[src/pbs_pkg.sv]
// pbs_pkg: widths, register codes, reset values and helpers shared by the
// projected box select block; no dependencies, compiled first
package pbs_pkg;

  localparam int COORD_W     = 24;                   // signed q8.16 vertex coordinate
  localparam int COEF_W      = 16;                   // signed q4.12 coefficient / corner
  localparam int REG_W       = 64;                   // packed config register
  localparam int PROD_W      = COORD_W + COEF_W;     // exact coordinate * coefficient
  localparam int CLIP_W      = PROD_W + 2;           // sum of three products plus constant
  localparam int CONST_SHIFT = 16;                   // q4.12 constant moved to 28 fraction bits
  localparam int FRAC_SHIFT  = 12;                   // clip * 4096 before the divide
  localparam int MAG_W       = CLIP_W;               // magnitude of a clip value
  localparam int NUM_W       = MAG_W + FRAC_SHIFT;   // dividend magnitude
  localparam int DEN_W       = MAG_W;                // divisor magnitude
  localparam int QUOT_W      = 16;                   // quotient bits resolved one per stage
  localparam int CMP_W       = DEN_W + QUOT_W;       // room for the divisor shifted fully
  localparam int DIV_LAT     = QUOT_W + 2;           // overflow stage, bit stages, clamp stage
  localparam int CFG_IDX_W   = 8;
  localparam int FIELD_W     = 16;                   // width of the index and result ports

  localparam logic signed [COEF_W-1:0] Q_MAX = 16'sh7FFF;
  localparam logic signed [COEF_W-1:0] Q_MIN = 16'sh8000;

  // configuration register indexes
  localparam logic [CFG_IDX_W-1:0] REG_ROW_X   = 8'd0;
  localparam logic [CFG_IDX_W-1:0] REG_ROW_Y   = 8'd1;
  localparam logic [CFG_IDX_W-1:0] REG_ROW_W   = 8'd2;
  localparam logic [CFG_IDX_W-1:0] REG_CORNERS = 8'd3;

  // reset contents give the identity matrix and a degenerate box at the origin
  localparam logic [REG_W-1:0] ROW_X_RESET   = 64'h0000_0000_0000_1000;
  localparam logic [REG_W-1:0] ROW_Y_RESET   = 64'h0000_0000_1000_0000;
  localparam logic [REG_W-1:0] ROW_W_RESET   = 64'h1000_0000_0000_0000;
  localparam logic [REG_W-1:0] CORNERS_RESET = 64'h0000_0000_0000_0000;

  // signed 16-bit lane k of a packed register
  function automatic logic signed [COEF_W-1:0] lane(input logic [REG_W-1:0] r,
                                                    input int k);
    return $signed(r[k*COEF_W +: COEF_W]);
  endfunction

  function automatic logic [MAG_W-1:0] magnitude(input logic signed [CLIP_W-1:0] c);
    return c[CLIP_W-1] ? MAG_W'(-c) : MAG_W'(c);
  endfunction

endpackage

[src/pbs_divider.sv]
// pbs_divider: pipelined restoring divider, one quotient bit per stage, with a
// signed clamp to 16 bits at the end; depends on pbs_pkg
module pbs_divider (
  input  logic                               clk,
  input  logic                               rst,
  input  logic                               in_valid,
  input  logic [pbs_pkg::NUM_W-1:0]          num,
  input  logic [pbs_pkg::DEN_W-1:0]          den,
  input  logic                               neg,
  output logic                               out_valid,
  output logic signed [pbs_pkg::QUOT_W-1:0]  quot
);

  localparam int STEPS = pbs_pkg::QUOT_W;

  logic                          vld [0:STEPS];
  logic                          ng  [0:STEPS];
  logic                          ov  [0:STEPS];
  logic [pbs_pkg::NUM_W-1:0]     rem [0:STEPS];
  logic [pbs_pkg::DEN_W-1:0]     dv  [0:STEPS];
  logic [pbs_pkg::QUOT_W-1:0]    qb  [0:STEPS];
  logic signed [pbs_pkg::QUOT_W-1:0] sat;
  logic                          big;
  logic                          rest;

  // quotient of 2^16 or more saturates whatever the sign
  always_ff @(posedge clk) begin
    if (rst) begin
      vld[0] <= 1'b0;
    end else begin
      vld[0] <= in_valid;
    end
    rem[0] <= num;
    dv[0]  <= den;
    ng[0]  <= neg;
    qb[0]  <= '0;
    ov[0]  <= pbs_pkg::CMP_W'(num) >= (pbs_pkg::CMP_W'(den) << STEPS);
  end

  for (genvar j = 1; j <= STEPS; j++) begin : g_step
    localparam int K = STEPS - j;
    logic [pbs_pkg::CMP_W-1:0] shifted;
    logic [pbs_pkg::CMP_W-1:0] diff;
    logic                      take;

    assign shifted = pbs_pkg::CMP_W'(dv[j-1]) << K;
    assign take    = pbs_pkg::CMP_W'(rem[j-1]) >= shifted;
    assign diff    = pbs_pkg::CMP_W'(rem[j-1]) - shifted;

    always_ff @(posedge clk) begin
      if (rst) begin
        vld[j] <= 1'b0;
      end else begin
        vld[j] <= vld[j-1];
      end
      rem[j]    <= take ? diff[pbs_pkg::NUM_W-1:0] : rem[j-1];
      dv[j]     <= dv[j-1];
      ng[j]     <= ng[j-1];
      ov[j]     <= ov[j-1];
      qb[j]     <= qb[j-1] | (pbs_pkg::QUOT_W'(take) << K);
    end
  end

  assign big  = qb[STEPS][STEPS-1];
  assign rest = |qb[STEPS][STEPS-2:0];

  always_comb begin
    if (ng[STEPS]) begin
      sat = (ov[STEPS] || (big && rest)) ? pbs_pkg::Q_MIN : -$signed(qb[STEPS]);
    end else begin
      sat = (ov[STEPS] || big) ? pbs_pkg::Q_MAX : $signed(qb[STEPS]);
    end
  end

  always_ff @(posedge clk) begin
    if (rst) begin
      out_valid <= 1'b0;
    end else begin
      out_valid <= vld[STEPS];
    end
    quot <= sat;
  end

  // an overflowed positive quotient must leave as the top of the range
  a_pos_clamp: assert property (@(posedge clk) disable iff (rst)
    (vld[STEPS] && ov[STEPS] && !ng[STEPS]) |=> (quot == pbs_pkg::Q_MAX))
    else $error("positive overflow not clamped");

endmodule

[config.mk]
export PLATFORM = sky130hd
export DESIGN_NAME = pbs_divider
export DESIGN_NICKNAME = d
export VERILOG_FILES = /design/src/pbs_pkg.sv /design/src/pbs_divider.sv
export SDC_FILE = /design/constraint.sdc
export NUM_CORES = 2
export LEC_CHECK = 0
export BUFFER_PORTS_ARGS = -buffer_cell sky130_fd_sc_hd__buf_2
export CORE_MARGIN = 1
export CORE_UTILIZATION = 55
export DETAILED_ROUTE_END_ITERATION = 8
export HOLD_SLACK_MARGIN = 0.08
export PLACE_DENSITY = 0.69
export SYNTH_ARGS = -nofsm -noshare
export SYNTH_HDL_FRONTEND = slang
export SYNTH_SLANG_ARGS = --single-unit
[constraint.sdc]
create_clock -name clk -period 4.2 [get_ports clk]
set_clock_uncertainty 0.2 [all_clocks]
set_input_delay 0 -clock clk [delete_from_list [all_inputs] [get_ports clk]]
set_output_delay 0 -clock clk [all_outputs]
set_load 0.02 [all_outputs]
==> metrics.csv <==
stage,metric,value,unit
status,run status,finished with violations,
status,violated checks,setup timing,
detailed_routing,detailed-route via count,68920,
yosys,number of instances in the synthesized netlist,9302,
setup_path,largest fanout on the critical path,9,
yosys,Post-synth top flop,sky130_fd_sc_hd__dfxtp_1,
place,# port buffers,116,
power_and_ir_drop,standby leakage power,44.8,nW
sta,post-layout minimum cycle time,4230,ps
setup_path,largest stage delay on the critical path,490,ps
place,final weighted congestion of routability-driven global placement,1.04,
detailed_routing,DR DRC count,0,
place,setup slack at placement,-566,ps
setup_path,Crit Path Category,reg -> reg,
setup_path,critical path arrival,4770,ps
yosys,async set-reset flop share out of synthesis,0,%
global_route,largest net degree at the start of global routing,64,
yosys,syn_area_per_cell,8.92,µm²
die,placement row count,142,
cells_and_area,post-synthesis to final-layout area growth,17.0,%
setup_path,Slowest cell on crit path,sky130_fd_sc_hd__a2111oi_4,
detailed_routing,wire length per cell after detailed routing,20.9,µm
cells_and_area,most common library cell in the layout ignoring fill and taps,sky130_fd_sc_hd__dfxtp_1,
die,Die Footprint,152000,µm²
clock_network,clock latency on the worst-skew pair,860,ps
clock_network,Clock H-tree levels,4,
clock_network,cts bufs inserted,183,
setup_path,endpoint class of the critical path,flip-flop,
die,# IOs,117,
run,total of max-cap violations,0,
global_route,overall fraction of global-route tracks in use,32.1,%
detailed_routing,Routed Wire Length,253000,µm
setup_path,series of cell instances along the critical path,inv_1 > ha_2 > fa_2 > nor2b_4 > o31a_1 > o21ai_4 > a2111oi_4 > buf_4 > o21ai_4 > a21oi_4 > a311oi_2 > o21ai_1 > o21a_2 > buf_4 > mux2_2,
setup_path,gate family responsible for the most delay along the worst path,compound AO/OA/AOI/OAI gates,
die,Initial Util,55.4,%
cells_and_area,multi-input combinational cell area,43800,µm²
detailed_routing,1st-iter DRT viols,3946,
yosys,total number of yosys warnings,0,
yosys,number of enable-type register cells in the synthesized netlist,0,
sta,total count of max-transition violations in the final report,0,
cells_and_area,net total in the final layout,10708,
global_route,overflow left after global routing,0,
clock_network,clock tree from TritonCTS,built,
setup_path,element type at the critical path start,flip-flop,
cells_and_area,summed area of non-filler cells in the final layout,97000,µm²
power_and_ir_drop,power density of the placed cells,790,nW/µm²
place,# placed instances,11475,
sta,worst-case setup margin in the final layout,-33.5,ps
detailed_routing,first-pass detailed-route iteration total,6,
yosys,Mapped Area,83000,µm²
cells_and_area,sequential cell area,34800,µm²
setup_path,"Req. time, crit path",4740,ps
clock_network,clk root buf,sky130_fd_sc_hd__clkbuf_16,
sta,final setup fails,13,
setup_path,worst path buffer plus inverter count,3,
cells_and_area,number of fillers in the final layout,12263,
cells_and_area,"commonest cells after routing, fill and taps aside","sky130_fd_sc_hd__dfxtp_1, sky130_fd_sc_hd__inv_1, sky130_fd_sc_hd__nand2_1, sky130_fd_sc_hd__a21oi_1, sky130_fd_sc_hd__ha_1",
place,area of placed instances,87700,µm²
die,area inside the core boundary,150000,µm²
detailed_routing,remaining antenna violation count after routing,0,
detailed_routing,Vias per Instance,5.71,
yosys,synth unique cells,97,
global_route,antenna violations before repair,14,
yosys,post-synthesis net count,10122,
cells_and_area,Finished Core Util,64.8,%
sta,final hold violation count,0,
sta,top achievable clock speed,0.236,GHz
yosys,sequential cell area fraction in the yosys report,42.0,%
yosys,post-synthesis sequential element count,1740,
sta,max-slew headroom at the worst pin,36.7,%
power_and_ir_drop,maximum resistive drop on vdd,0.384,mV
place,total half-perimeter wirelength after legalization and detailed placement,197000,µm
sta,hold_ws,114,ps
global_route,vias in the first global route,68570,
sta,portion of the clock cycle consumed by the worst path in the final layout,101,%
die,vertical extent of the die,390,µm
clock_network,Clock transition at path regs,60,ps
clock_network,clock tree sinks,1740,
cells_and_area,layout cell share with drive strength beyond 1,10.4,%
sta,setup_tns,-179,ps
clock_network,buffer levels on the longest clock path,3,
sta,worst slew pin tran,947,ps
cells_and_area,count of non-filler cells in the finished layout,12072,
global_route,first-pass GRT wire length,382000,µm
power_and_ir_drop,Pwr Total,76.7,mW
hold_path,path class of the lowest-slack min-delay path,reg -> reg,
die,horizontal die dimension,390,µm
==> cell usage after synthesis (93+ instances only) <==
cell                       count  area share [%]
sky130_fd_sc_hd__xnor2_1     345             3.6
sky130_fd_sc_hd__dfxtp_1    1740              42
sky130_fd_sc_hd__a21o_1      407             3.7
sky130_fd_sc_hd__a21oi_1     754             4.5
sky130_fd_sc_hd__clkbuf_1    236             1.1
sky130_fd_sc_hd__nor3_1      123            0.74
sky130_fd_sc_hd__nor2b_1      93            0.70
sky130_fd_sc_hd__inv_1       897             4.1
sky130_fd_sc_hd__nand3_1     136            0.82
sky130_fd_sc_hd__o21ai_0     662             4.0
sky130_fd_sc_hd__xor2_1      251             2.6
sky130_fd_sc_hd__nand4_1     148             1.1
sky130_fd_sc_hd__mux2_2      162             2.2
sky130_fd_sc_hd__o21bai_1    129             1.2
sky130_fd_sc_hd__ha_1        705              11
sky130_fd_sc_hd__nor2_1      537             2.4
sky130_fd_sc_hd__nand2_1     765             3.5
==> worst register-to-register path: stages (launching register included) <==
cell	delay (ps)
sky130_fd_sc_hd__dfxtp_2	340
sky130_fd_sc_hd__inv_1	60
sky130_fd_sc_hd__ha_2	200
sky130_fd_sc_hd__fa_2	410
sky130_fd_sc_hd__nor2b_4	180
sky130_fd_sc_hd__o31a_1	250
sky130_fd_sc_hd__o21ai_4	110
sky130_fd_sc_hd__a2111oi_4	490
sky130_fd_sc_hd__buf_4	210
sky130_fd_sc_hd__o21ai_4	80
sky130_fd_sc_hd__a21oi_4	230
sky130_fd_sc_hd__a311oi_2	130
sky130_fd_sc_hd__o21ai_1	240
sky130_fd_sc_hd__o21a_2	370
sky130_fd_sc_hd__buf_4	250
sky130_fd_sc_hd__mux2_2	360
==> path summary, 6_finish.rpt <==
check / from / slack, ps / endpoint / cells past startpoint
worst min register to register: dv[0][434] / 110 / dv[0][476] / 0
worst max register to register: rem[0][15] / -30 / rem[0][105] / 15
worst min-delay path: dv[0][434] / 110 / dv[0][476] / 0
worst max-delay path: rem[0][15] / -30 / rem[0][105] / 15
==> cell type report <==
| cell class | instances | area share (%) |
|---|---|---|
| Multi-Input combinational cell | 6360 | 45.1 |
| Sequential cell | 1740 | 35.9 |
| Timing Repair Buffer | 701 | 6.00 |
| Clock buffer | 237 | 5.18 |
| Inverter | 902 | 3.49 |
| Tap cell | 2016 | 2.60 |
| Clock inverter | 97 | 1.71 |
| Antenna cell | 19 | 0.0490 |
==> registers in the layout, indices dropped and copies added, names as in the netlist <==
register   cells
dv           672
qb           136
ng            17
ov            17
quot          16
rem          864
vld           17
out_valid      1
==> repair_timing <==
item	in CTS	in global routing
pin swaps	1	4
setup endpoints to repair	41	133
cloned	0	2
setup buffers	0	5
hold endpoints to repair	116	0
resized for setup	5	24
hold buffers	237	0
==> where the power goes <==
group          total (mW)  switching, mW  internal (mW)
clock network        17.5           7.05           10.5
logic                35.3           20.3           15.0
registers            23.8           3.16           20.7
total                76.7           30.5           46.2
==> kinds of logic (layout without fill, tap and decap cells) <==
group | after synthesis | count (layout) | synth area share (%)
buffers and inverters | 1202 | 1937 | 5.57
other | 0 | 19 | 0
muxes | 179 | 179 | 2.41
DFF | 1740 | 1740 | 42.0
xor gates and xnor gates | 596 | 596 | 6.29
and+or+nand+nor | 2275 | 2275 | 13.2
adders and majority gates | 720 | 720 | 11.0
AOI/OAI and AO/OA | 2590 | 2590 | 19.6
==> metal layers <==
| layer | up-vias | share of wire [%] | global-route usage (%) |
|---|---|---|---|
| met4 | 6 | 8.2 | 23.5 |
| li1 | 33603 | - | - |
| met1 | 32345 | 37 | 33.8 |
| met3 | 756 | 4.5 | 4.17 |
| met2 | 2210 | 50 | 58.6 |
| met5 | - | 0.015 | 0 |
No activity file was read; power rests on OpenSTA's default activity.
